### config.mk
export PLATFORM = sky130hd
export DESIGN_NAME = button_press_classifier_flat
export DESIGN_NICKNAME = d
export VERILOG_FILES = /design/src/rtl/bpc_pkg.sv /design/src/rtl/bpc_req_if.sv /design/src/rtl/bpc_rsp_if.sv /design/src/rtl/bpc_csr.sv /design/src/rtl/bpc_engine.sv /design/src/rtl/button_press_classifier.sv /design/src/flat_wrapper.sv
export SDC_FILE = /design/constraint.sdc
export NUM_CORES = 1
export LEC_CHECK = 0
export BUFFER_PORTS_ARGS = -buffer_cell sky130_fd_sc_hd__buf_2
export CORE_ASPECT_RATIO = 1.2
export CORE_MARGIN = 2
export CORE_UTILIZATION = 45
export DETAILED_ROUTE_END_ITERATION = 12
export HOLD_SLACK_MARGIN = 0.1
export PLACE_DENSITY = 0.74
export REMOVE_ABC_BUFFERS = 1
export SYNTH_ARGS = -nofsm -noshare
export SYNTH_HDL_FRONTEND = slang
export SYNTH_SLANG_ARGS = --single-unit
### constraint.sdc
create_clock -name clock -period 6.85 [get_ports clock]
set_input_delay 0.685 -clock clock [delete_from_list [all_inputs] [get_ports clock]]
set_output_delay 0.685 -clock clock [all_outputs]
set_load 0.005 [all_outputs]
### src/rtl/bpc_pkg.sv
// ----------------------------------------------------------------------------
// bpc_pkg: shared types and constants for the button press classifier
// Holds the event codes, register indexes and the configuration bundle.
// ----------------------------------------------------------------------------
package bpc_pkg;

   // Field widths.
   localparam int unsigned TimeWidth  = 32;
   localparam int unsigned CfgWidth   = 16;
   localparam int unsigned EventWidth = 2;
   localparam int unsigned IndexWidth = 2;

   // Press event codes.
   localparam logic [EventWidth-1:0] EV_NONE      = 2'd0;
   localparam logic [EventWidth-1:0] EV_SHORT     = 2'd1;
   localparam logic [EventWidth-1:0] EV_LONG      = 2'd2;
   localparam logic [EventWidth-1:0] EV_VERY_LONG = 2'd3;

   // Configuration register indexes.
   localparam logic [IndexWidth-1:0] REG_DEBOUNCE_TIME  = 2'd0;
   localparam logic [IndexWidth-1:0] REG_LONG_TIME      = 2'd1;
   localparam logic [IndexWidth-1:0] REG_VERY_LONG_TIME = 2'd2;

   // Configuration reset values.
   localparam logic [CfgWidth-1:0] DEBOUNCE_TIME_RESET  = 16'd30;
   localparam logic [CfgWidth-1:0] LONG_TIME_RESET      = 16'd1000;
   localparam logic [CfgWidth-1:0] VERY_LONG_TIME_RESET = 16'd3000;

   // Thresholds handed from the register block to the classifier engine.
   typedef struct packed {
      logic [CfgWidth-1:0] debounce_time;
      logic [CfgWidth-1:0] long_time;
      logic [CfgWidth-1:0] very_long_time;
   } cfg_type;

endpackage

### src/rtl/bpc_req_if.sv
// ----------------------------------------------------------------------------
// bpc_req_if: poll channel
// Carries one poll transaction: timestamp and raw pressed level.
// ----------------------------------------------------------------------------
interface bpc_req_if;
   logic        valid;
   logic        ready;
   logic [31:0] time_ms;
   logic        raw_level;

   modport source (output valid, output time_ms, output raw_level, input ready);
   modport sink (input valid, input time_ms, input raw_level, output ready);
endinterface

### src/rtl/bpc_rsp_if.sv
// ----------------------------------------------------------------------------
// bpc_rsp_if: event channel
// Carries one result transaction: the classified press event.
// ----------------------------------------------------------------------------
interface bpc_rsp_if;
   logic       valid;
   logic       ready;
   logic [1:0] press_event;

   modport source (output valid, output press_event, input ready);
   modport sink (input valid, input press_event, output ready);
endinterface

### src/rtl/bpc_csr.sv
// ----------------------------------------------------------------------------
// bpc_csr: configuration registers
// Three 16-bit threshold registers; writes to unused indexes are dropped.
// ----------------------------------------------------------------------------
module bpc_csr
   import bpc_pkg::*;
(
   input  logic                  clock,
   input  logic                  reset,
   input  logic                  csr_write_en,
   input  logic [IndexWidth-1:0] csr_index,
   input  logic [CfgWidth-1:0]   csr_wdata,
   output cfg_type               cfg
);

   cfg_type cfg_ff;
   cfg_type cfg_in;

   // Decode the write into the addressed register.
   always_comb begin
      cfg_in = cfg_ff;
      if (csr_write_en) begin
         case (csr_index)
            REG_DEBOUNCE_TIME:  cfg_in.debounce_time  = csr_wdata;
            REG_LONG_TIME:      cfg_in.long_time      = csr_wdata;
            REG_VERY_LONG_TIME: cfg_in.very_long_time = csr_wdata;
            default:            cfg_in                = cfg_ff;
         endcase
      end
   end

   always_ff @(posedge clock) begin
      if (reset) begin
         cfg_ff.debounce_time  <= DEBOUNCE_TIME_RESET;
         cfg_ff.long_time      <= LONG_TIME_RESET;
         cfg_ff.very_long_time <= VERY_LONG_TIME_RESET;
      end else begin
         cfg_ff <= cfg_in;
      end
   end

   assign cfg = cfg_ff;

endmodule

### src/rtl/bpc_engine.sv
// ----------------------------------------------------------------------------
// bpc_engine: debounce and press classification
// Holds the button state and computes one event per poll combinationally.
// ----------------------------------------------------------------------------
module bpc_engine
   import bpc_pkg::*;
(
   input  logic                  clock,
   input  logic                  reset,
   input  cfg_type               cfg,
   input  logic                  step,
   input  logic [TimeWidth-1:0]  time_ms,
   input  logic                  raw_level,
   output logic [EventWidth-1:0] press_event
);

   logic                 held_ff, held_in;
   logic                 last_raw_ff, last_raw_in;
   logic [TimeWidth-1:0] edge_time_ff, edge_time_in;
   logic [TimeWidth-1:0] press_start_ff, press_start_in;
   logic                 very_long_sent_ff, very_long_sent_in;

   logic [TimeWidth-1:0] since_edge;
   logic [TimeWidth-1:0] duration;
   logic                 stable;
   logic [EventWidth-1:0] event_code;

   // A raw change restarts the stability window in this same poll.
   always_comb begin
      last_raw_in  = raw_level;
      edge_time_in = (raw_level != last_raw_ff) ? time_ms : edge_time_ff;
      since_edge   = time_ms - edge_time_in;
      duration     = time_ms - press_start_ff;
      stable       = since_edge >= TimeWidth'(cfg.debounce_time);
   end

   // Press, hold and release decisions.
   always_comb begin
      held_in           = held_ff;
      press_start_in    = press_start_ff;
      very_long_sent_in = very_long_sent_ff;
      event_code        = EV_NONE;
      if (stable && raw_level && !held_ff) begin
         held_in           = 1'b1;
         press_start_in    = time_ms;
         very_long_sent_in = 1'b0;
      end else if (held_ff && raw_level) begin
         if (!very_long_sent_ff && (duration >= TimeWidth'(cfg.very_long_time))) begin
            very_long_sent_in = 1'b1;
            event_code        = EV_VERY_LONG;
         end
      end else if (stable && !raw_level && held_ff) begin
         held_in = 1'b0;
         if (very_long_sent_ff) begin
            event_code = EV_NONE;
         end else if (duration >= TimeWidth'(cfg.long_time)) begin
            event_code = EV_LONG;
         end else if (duration >= TimeWidth'(cfg.debounce_time)) begin
            event_code = EV_SHORT;
         end
      end
   end

   // State advances only when a poll transaction is processed.
   always_ff @(posedge clock) begin
      if (reset) begin
         held_ff           <= 1'b0;
         last_raw_ff       <= 1'b0;
         edge_time_ff      <= '0;
         press_start_ff    <= '0;
         very_long_sent_ff <= 1'b0;
      end else if (step) begin
         held_ff           <= held_in;
         last_raw_ff       <= last_raw_in;
         edge_time_ff      <= edge_time_in;
         press_start_ff    <= press_start_in;
         very_long_sent_ff <= very_long_sent_in;
      end
   end

   assign press_event = event_code;

   // A very-long event marks the press so it cannot fire again.
   a_very_long_marks: assert property (@(posedge clock) disable iff (reset)
      (step && event_code == EV_VERY_LONG) |=> very_long_sent_ff)
      else $error("very-long event did not set the sent flag");

   // A short or long event ends the press.
   a_release_clears_held: assert property (@(posedge clock) disable iff (reset)
      (step && (event_code == EV_SHORT || event_code == EV_LONG)) |=> !held_ff)
      else $error("release event left the button held");

   // Without an accepted press there is nothing to report.
   a_idle_no_event: assert property (@(posedge clock) disable iff (reset)
      !held_ff |-> (event_code == EV_NONE))
      else $error("event reported while the button was not held");

endmodule

### src/rtl/button_press_classifier.sv
// Path: a poll transaction is captured in the input register when accepted and
// is classified into the result register once that register is free or draining.
// Throughput: one poll per cycle while the event channel is not stalled; the
// engine updates its state once per processed poll.
// Reset: synchronous, active high; thresholds return to 30, 1000 and 3000 ms
// and all button state clears.
// ----------------------------------------------------------------------------
// button_press_classifier: debounced button press classifier
// Input register, classification engine and result register.
// ----------------------------------------------------------------------------
module button_press_classifier
   import bpc_pkg::*;
(
   input  logic                  clock,
   input  logic                  reset,
   bpc_req_if.sink               req,
   bpc_rsp_if.source             rsp,
   input  logic                  csr_write_en,
   input  logic [IndexWidth-1:0] csr_index,
   input  logic [CfgWidth-1:0]   csr_wdata
);

   cfg_type cfg;

   logic                  in_valid_ff, in_valid_in;
   logic [TimeWidth-1:0]  in_time_ff;
   logic                  in_raw_ff;
   logic                  rsp_valid_ff, rsp_valid_in;
   logic [EventWidth-1:0] rsp_event_ff;
   logic [EventWidth-1:0] engine_event;
   logic                  advance;
   logic                  req_take;

   bpc_csr u_csr (
      .clock        (clock),
      .reset        (reset),
      .csr_write_en (csr_write_en),
      .csr_index    (csr_index),
      .csr_wdata    (csr_wdata),
      .cfg          (cfg)
   );

   // The input stage moves on when the result register is free or draining.
   assign advance   = in_valid_ff && (!rsp_valid_ff || rsp.ready);
   assign req.ready = !in_valid_ff || advance;
   assign req_take  = req.valid && req.ready;

   bpc_engine u_engine (
      .clock       (clock),
      .reset       (reset),
      .cfg         (cfg),
      .step        (advance),
      .time_ms     (in_time_ff),
      .raw_level   (in_raw_ff),
      .press_event (engine_event)
   );

   // Handshake control for both stages.
   always_comb begin
      in_valid_in  = req_take ? 1'b1 : (advance ? 1'b0 : in_valid_ff);
      rsp_valid_in = advance ? 1'b1 : ((rsp_valid_ff && rsp.ready) ? 1'b0 : rsp_valid_ff);
   end

   always_ff @(posedge clock) begin
      if (reset) begin
         in_valid_ff  <= 1'b0;
         rsp_valid_ff <= 1'b0;
      end else begin
         in_valid_ff  <= in_valid_in;
         rsp_valid_ff <= rsp_valid_in;
      end
   end

   // Payload registers.
   always_ff @(posedge clock) begin
      if (req_take) begin
         in_time_ff <= req.time_ms;
         in_raw_ff  <= req.raw_level;
      end
      if (advance) begin
         rsp_event_ff <= engine_event;
      end
   end

   assign rsp.valid       = rsp_valid_ff;
   assign rsp.press_event = rsp_event_ff;

   // A stalled result stays in the result register.
   a_rsp_held: assert property (@(posedge clock) disable iff (reset)
      (rsp_valid_ff && !rsp.ready) |=> rsp_valid_ff)
      else $error("stalled result was lost");

   // An empty input stage always takes a new transaction.
   a_ready_when_empty: assert property (@(posedge clock) disable iff (reset)
      !in_valid_ff |-> req.ready)
      else $error("input stage empty but not ready");

   // Every processed poll produces a result in the next cycle.
   a_advance_result: assert property (@(posedge clock) disable iff (reset)
      advance |=> rsp_valid_ff)
      else $error("processed poll produced no result");

endmodule

### src/flat_wrapper.sv
// flat-port wrapper written by rule: the top's interface ports become plain ports
module button_press_classifier_flat import bpc_pkg::*;
  (clock, reset, csr_write_en, csr_index, csr_wdata, req_valid, req_time_ms, req_raw_level, req_ready, rsp_valid, rsp_press_event, rsp_ready);
  bpc_req_if req_i ();
  bpc_rsp_if rsp_i ();
  input  logic clock;
  input  logic reset;
  input  logic csr_write_en;
  input  logic [IndexWidth-1:0] csr_index;
  input  logic [CfgWidth-1:0] csr_wdata;
  input wire logic [$bits(req_i.valid)-1:0] req_valid;
  input wire logic [$bits(req_i.time_ms)-1:0] req_time_ms;
  input wire logic [$bits(req_i.raw_level)-1:0] req_raw_level;
  output wire logic [$bits(req_i.ready)-1:0] req_ready;
  output wire logic [$bits(rsp_i.valid)-1:0] rsp_valid;
  output wire logic [$bits(rsp_i.press_event)-1:0] rsp_press_event;
  input wire logic [$bits(rsp_i.ready)-1:0] rsp_ready;
  assign req_i.valid = req_valid;
  assign req_i.time_ms = req_time_ms;
  assign req_i.raw_level = req_raw_level;
  assign req_ready = req_i.ready;
  assign rsp_valid = rsp_i.valid;
  assign rsp_press_event = rsp_i.press_event;
  assign rsp_i.ready = rsp_ready;
  button_press_classifier u_core (.clock(clock), .reset(reset), .req(req_i), .rsp(rsp_i), .csr_write_en(csr_write_en), .csr_index(csr_index), .csr_wdata(csr_wdata));
endmodule
==> summary.md, run 1 <==
## Synth
• **Post-Syn Area per Cell** 8.21 sq um
• **Syn Std Cell Area** 11700 sq um
• **count of state elements after synthesis** 152
• **number of warnings reported in the yosys synthesis log** 0
• **asr flop ratio synth** 0%
• **number of enable flip-flop cells after synthesis** 35
• **proportion of synthesized chip area in sequential cells** 29.1%
• **synthesized netlist cell count** 1421
• **prevailing post-synth register cell** sky130_fd_sc_hd__dfxtp_1
• **Distinct cells, synth** 86

## Floorplanning
• **Boundary Pins** 60
• **Vert. Die Dim** 180 um
• **number of placement rows** 64
• **core area** 25500 sq um
• **Die Area** 27200 sq um
• **starting density of the core** 45.8%
• **Horiz. Die Dim** 151 um

## Pwr
• **Max rail drop VDD** 0.175 mV
• **power density relative to cell area** 223 nW/um^2
• **Static Leak** 5.06 nW

## STA
• **Final period util** 88.7%
• **Clock Skews** 0.00769 ns
• **count of final max-slew check failures** 0
• **Rel. slew slack** 19.7%
• **actual transition at the worst max-transition pin** 1.20 ns
• **post-route worst setup slack** 0.777 ns
• **min cycle time layout** 6.07 ns
• **setup TNS** 0 ns
• **setup violation total in the final timing report** 0
• **number of endpoints with negative hold slack in the final report** 0
• **unrepaired setup endpoints after global routing** false
• **maximum clock frequency** 165 MHz

## Finish
• **fin cells** 1791
• **net total in the final layout** 1621
• **count of filler cells inserted in the layout** 2446
• **area occupied by multi-input gates** 7590 sq um
• **Area growth, synth to finish** 9.39%
• **share of final-layout standard cells stronger than drive strength 1** 8.35%
• **count of antenna diodes in the layout** 0
• **leading cell type in the layout, fill and taps excluded** sky130_fd_sc_hd__nand2_1
• **Seq. cell area** 3390 sq um
• **highest-count cells in the layout ignoring fill and taps** sky130_fd_sc_hd__nand2_1 (172), sky130_fd_sc_hd__a21oi_1 (131), sky130_fd_sc_hd__dfxtp_1 (117)

## Global routing
• **overall overflow remaining after global route** 0
• **GRT Util Overall** 23.4%
• **vias in the first global route** 9901
• **first-pass GRT wire length** 50.9 mm
• **maximum number of pins on one net before global-route repair** 79
• **number of antenna violations at the first check in global routing** 0

## Drt
• **Antenna Nets Post-Route** 0
• **vias per cell** 5.77
• **DRT Pass-1 Iters** 5
• **Avg WL per Cell** 17.6 um
• **via total after detailed routing** 10300
• **final wirelength** 31.4 mm
• **detailed router's first-iteration violation count** 603
• **total DRC errors in the routed layout** 0

## Flow run
• **total of max-cap violations** 0

## Clock network
• **CTS sink count** 152
• **root buffer cell** sky130_fd_sc_hd__clkbuf_16
• **count of hold buffers inserted by post-cts repair** 0
• **CTS tree** yes
• **number of buffers between clock root and the deepest sink** 2
• **CTS clk-pin slew, worst paths** 0.07 ns
• **worst-skew pair later-pin latency** 0.44 ns
• **CTS Buf Count** 17
• **setup repair bufs after CTS** 0
• **CTS HTree Levels** 4
• **number of gates resized after CTS** 0

## Critical path
• **nature of the critical path endpoint** register
• **Worst path max stage delay** 0.61 ns
• **Setup Crit Path Kind** register to register
• **required time at the endpoint of the critical path** 7.16 ns
• **master of the slowest instance on the critical path** sky130_fd_sc_hd__edfxtp_1
• **count of buffering cells on the critical path with inverters included** 2
• **nature of the critical path startpoint** register
• **family with the most delay on the worst path** compound AO/OA/AOI/OAI gates
• **critical path fanouts, max** 23
• **list of cells traversed by the critical path** xnor2_4 -> buf_4 -> mux2i_1 -> ha_1 -> a21oi_1 -> a21boi_0 -> nand3_1 -> o22ai_1 -> xnor2_1 -> ha_1 -> a21o_1 -> a21oi_1 -> o2111a_1 -> o2111ai_1 -> a2111oi_1 -> nor4b_4 -> nor3_4 -> buf_4 -> mux2i_1
• **arrival time worst endpoint** 6.39 ns

## Placed design
• **quantity of I/O buffers inserted on ports** 59
• **Setup WS pre-CTS** 0.926 ns
• **detailed-placement wirelength estimate** 23.9 mm
• **cell count after placement** 1759
• **weighted congestion reported at the end of routability-driven placement** 0.931

## Run status
• **result of the run** completed

## Min path
• **type of the tightest min-delay check** primary input to register

## power by group
group / switching [W] / leakage (nW) / total [W] / internal [W]
registers: 0.0000423 / 1.30 / 0.00100 / 0.000961
clock network: 0.000426 / 0.296 / 0.00101 / 0.000582
logic: 0.000493 / 3.46 / 0.000830 / 0.000337
## cells in the mapped netlist (all sizes together) (4+ instances only)
library cell  count  area (sq um)
a2111oi           6          55.1
a211o            13           114
a211oi           40           300
a21o             48           362
a21oi           132           664
a221oi            7          67.6
a31oi            12          75.1
a41oi             5          51.3
and3              8          51.3
and4              5          43.8
buf              19           151
clkbuf           39           148
dfxtp           117          2340
edfxtp           35          1050
ha              116          1450
inv             106           398
mux2i            55           551
nand2           172           646
nand2b           86           538
nand3            22           110
nand3b            9          67.6
nand4            20           125
nor2             82           308
nor2b            25           156
nor3             12          71.3
nor3b             4          30.0
nor4              7          43.8
o2111ai           8          70.1
o211ai           13          97.6
o21a             16           120
o21ai            60           300
o21bai            5          37.5
o221ai            6          58.8
o31ai             4          30.0
or2               5          31.3
or3              10          62.6
xnor2            25           234
xor2             20           183
## sequential cells by signal (all words and copies together), names as in the netlist
| register | cells |
|---|---|
| u_core.u_csr.cfg | 48 |
| u_core.in_time_ff | 32 |
| u_core.u_engine.edge_time_ff | 32 |
| u_core.u_engine.press_start_ff | 32 |
| u_core.rsp.press_event | 2 |
| u_core.in_raw_ff | 1 |
| u_core.in_valid_ff | 1 |
| u_core.rsp.valid | 1 |
| u_core.u_engine.held_ff | 1 |
| u_core.u_engine.last_raw_ff | 1 |
| u_core.u_engine.very_long_sent_ff | 1 |
## per-stage QoR
step	hold slack (ns)	utilization, %	power (W)	area (sq um)
2_1_floorplan	0.430	-	0.00161	11400
3_3_place_gp	0.444	47.7	0.00182	12100
3_5_place_dp	0.448	47.7	0.00184	12100
4_1_cts	0.397	50.1	0.00285	12800
5_1_grt	0.400	50.1	0.00299	12800
6_report	0.414	50.1	0.00284	12800
## layout make-up
type,instances,area share (%)
clock buffers,17,3.33
flip-flops and latches,152,26.6
repair buffers,66,2.75
well taps,330,3.24
clock inverters,15,1.48
inverters,106,3.12
multi-input cells,1105,59.5
## path summary, 6_finish.rpt
check	startpoint	endpoint	slack, ns	cells after the start
worst min-delay path	req_time_ms[5]	u_core.in_time_ff[5]$_DFFE_PP_	0.41	1
worst max register to register	u_core.in_raw_ff$_DFFE_PP_	u_core.u_engine.press_start_ff[22]$_SDFFE_PP0P_	0.78	19
worst min register to register	u_core.u_csr.cfg[1]$_SDFFE_PP0P_	u_core.u_csr.cfg[1]$_SDFFE_PP0P_	0.45	2
worst max-delay path	u_core.in_raw_ff$_DFFE_PP_	u_core.u_engine.press_start_ff[22]$_SDFFE_PP0P_	0.78	19
## per-layer routing
metal	track usage, %	wire length, um	up-vias
met2	41.3	15800	290
met3	3.01	1120	71
li1	-	-	5168
met5	0	0	-
met1	28.0	13200	4812
met4	10.2	1270	0
## logic make-up (layout without fill, tap and decap cells)
group,count (synthesis),after routing,share of synthesized area (%)
simple gates,480,480,20.6
fa+ha+maj,118,118,12.7
mux,55,55,4.72
compound gates,407,407,23.3
flops,152,152,29.1
buf+inv,164,204,5.97
xor+xnor,45,45,3.57
Note: power is estimated with default switching activity, not from simulation.
==> run 2, diff against run 1 <==
GPL_TIMING_DRIVEN = 0   (was default)
==> summary.md, run 2 (synthesis results as in run 1) <==
## Critical path
• **Setup Crit Path Kind** register to register
• **Worst path max stage delay** 0.66 ns, +0.05 ns
• **worst reg2reg path startpoint** u_core.in_raw_ff$_DFFE_PP_
• **Setup crit start** u_core.in_raw_ff$_DFFE_PP_
• **nature of the critical path startpoint** register
• **critical path fanouts, max** 23, unchanged
• **list of cells traversed by the critical path** xnor2_4 -> buf_8 -> mux2i_1 -> ha_1 -> a21oi_1 -> a21boi_0 -> nand3_1 -> o22ai_1 -> xnor2_1 -> ha_1 -> a21o_1 -> a21oi_1 -> o2111a_1 -> o2111ai_1 -> a2111oi_1 -> or4b_1 -> mux2i_1 -> a211oi_1
• **master of the slowest instance on the critical path** sky130_fd_sc_hd__edfxtp_1
• **required time at the endpoint of the critical path** 7.01 ns, -0.15 ns
• **arrival time worst endpoint** 6.42 ns, +0.03 ns
• **nature of the critical path endpoint** register

## Clock network
• **CTS clk-pin slew, worst paths** 0.07 ns, about the same
• **worst-skew pair later-pin latency** 0.44 ns, about the same
• **CTS tree** yes
• **CTS HTree Levels** 4, unchanged
• **count of hold buffers inserted by post-cts repair** 0, unchanged
• **number of buffers between clock root and the deepest sink** 2, unchanged
• **CTS sink count** 152, unchanged
• **CTS Buf Count** 17, unchanged
• **root buffer cell** sky130_fd_sc_hd__clkbuf_16
• **setup repair bufs after CTS** 0, unchanged
• **number of gates resized after CTS** 0, unchanged

## STA
• **Final period util** 91.4%, +2.8 points
• **unrepaired setup endpoints after global routing** false
• **Rel. slew slack** 13.4%, -6.3 points
• **count of final max-slew check failures** 0, unchanged
• **maximum clock frequency** 160 MHz, -3.0%
• **number of endpoints with negative hold slack in the final report** 0, unchanged
• **actual transition at the worst max-transition pin** 1.30 ns, +0.0944 ns
• **Clock Skews** 0.00802 ns, +0.000333 ns
• **post-route worst setup slack** 0.588 ns, -0.189 ns
• **worst slack on hold paths** 0.416 ns, +0.00203 ns
• **min cycle time layout** 6.26 ns, +0.189 ns
• **setup violation total in the final timing report** 0, unchanged

## Finish
• **net total in the final layout** 1620, -0.062%
• **highest-count cells in the layout ignoring fill and taps** sky130_fd_sc_hd__nand2_1 (172), sky130_fd_sc_hd__a21oi_1 (131), sky130_fd_sc_hd__dfxtp_1 (117)
• **flip-flop count of the largest register, all copies and words added** 48, unchanged
• **final core utilization** 50.3%, +0.18 points
• **share of final-layout standard cells stronger than drive strength 1** 8.36%, about the same
• **area occupied by multi-input gates** 7590 sq um, about the same
• **Seq. cell area** 3390 sq um, unchanged
• **Area growth, synth to finish** 9.77%
• **count of antenna diodes in the layout** 0, unchanged
• **count of filler cells inserted in the layout** 2451, +0.20%
• **leading cell type in the layout, fill and taps excluded** sky130_fd_sc_hd__nand2_1

## Pwr
• **power density relative to cell area** 218 nW/um^2, -2.2%
• **clock network fraction of total power** 34.5%, -1.0 points
• **share of power burned in combinational logic** 29.6%, +0.4 points
• **Sw Share** 34.7%, +0.84 points
• **sequential share of power** 35.9%, +0.6 points
• **Max rail drop VDD** 0.141 mV, -20%
• **post-route total power** 0.00279 W, -1.8%
• **design internal power** 0.00182 W, -3.1%
• **switching component of the power** 0.000967 W, +0.63%
• **Static Leak** 5.07 nW, +0.32%

## Placed design
• **Setup WS pre-CTS** 0.707 ns, -0.220 ns
• **detailed-placement wirelength estimate** 22.3 mm, -6.8%
• **quantity of I/O buffers inserted on ports** 59, unchanged
• **weighted congestion reported at the end of routability-driven placement** 0.889, -4.5%

## Drt
• **total DRC errors in the routed layout** 0, unchanged
• **Avg WL per Cell** 16.3 um, -7.2%
• **detailed router's first-iteration violation count** 611, +1.3%
• **vias per cell** 5.78, +0.14%
• **final wirelength** 29.2 mm, -7.3%
• **via total after detailed routing** 10400, +0.087%
• **DRT Pass-1 Iters** 5, unchanged
• **Antenna Nets Post-Route** 0, unchanged

## Global routing
• **overall overflow remaining after global route** 0, unchanged
• **first-pass GRT wire length** 47.3 mm, -7.0%
• **vias in the first global route** 9533, -3.7%
• **maximum number of pins on one net before global-route repair** 91, +15%
• **GRT Util Overall** 21.6%, -1.8 points
• **number of antenna violations at the first check in global routing** 0, unchanged

## Floorplanning
• **Boundary Pins** 60, unchanged
• **Horiz. Die Dim** 151 um, unchanged
• **core area** 25500 sq um, unchanged
• **number of placement rows** 64, unchanged
• **Die Area** 27200 sq um, unchanged
• **Vert. Die Dim** 180 um, unchanged
• **starting density of the core** 45.8%, unchanged

## Min path
• **type of the tightest min-delay check** primary input to register
• **start point of the worst hold path** req_time_ms[6]

## Run status
• **result of the run** completed

## Flow run
• **total of max-cap violations** 0, unchanged

-- run 2: changes by cell type in the layout (fill, tap and decap cells not counted), sizes merged --
cell      delta
buf          -1
bufinv       -2
clkbuf       +1
clkinv       -3
clkinvlp     -1
inv          +5
-- run 2: critical path, delay by kind of cell, from the launching register on --
kind	cells	cell delay [ns]
AOI/OAI and AO/OA	9	2.45
xor gates and xnor gates	2	0.76
adders and majority gates	2	0.63
buffers and inverters	1	0.25
DFF	1	0.66
muxes	2	0.44
and+or+nand+nor	2	0.77
-- run 2: final timing paths --
check | to | slack [ns] | cells past startpoint
min reg2reg | u_core.u_csr.cfg[18]$_SDFFE_PP0P_ | 0.46 | 2
max | u_core.rsp.press_event[1]$_SDFFCE_PP0P_ | 0.59 | 18
max reg2reg | u_core.rsp.press_event[1]$_SDFFCE_PP0P_ | 0.59 | 18
min | u_core.in_time_ff[6]$_DFFE_PP_ | 0.42 | 1
-- run 2: final cells by class --
type	instances	area share, %
Clock buffer	18	3.35
Clock inverter	14	1.19
Inverter	106	3.11
Multi-Input combinational cell	1105	59.3
Sequential cell	152	26.5
Tap cell	330	3.22
Timing Repair Buffer	65	3.33
-- run 2: power groups by stage --
stage                     logic (W)  registers, W  clock network [W]
final                      0.000825       0.00100           0.000962
after global routing       0.000926       0.00101            0.00102
after CTS                  0.000821       0.00100           0.000978
after detailed placement   0.000811       0.00102                  0
after global placement     0.000786       0.00102                  0
after floorplan            0.000608       0.00101                  0
-- run 2: metal layers --
layer / share of wire [%] / track usage (%)
met1: 44 / 26.8
met2: 50 / 37.9
met3: 3.3 / 2.43
met4: 2.9 / 8.11
met5: 0 / 0
-- run 2: metrics by stage --
| stage | area [sq um] | cells | setup TNS (ns) |
|---|---|---|---|
| 6_report | 12800 | 1790 | 0 |
| 5_1_grt | 12800 | 1790 | 0 |
| 4_1_cts | 12800 | 1790 | 0 |
| 3_5_place_dp | 12200 | 1758 | 0 |
| 3_3_place_gp | 12100 | 1752 | -51.75 |
| 2_1_floorplan | 11400 | 1363 | 0 |
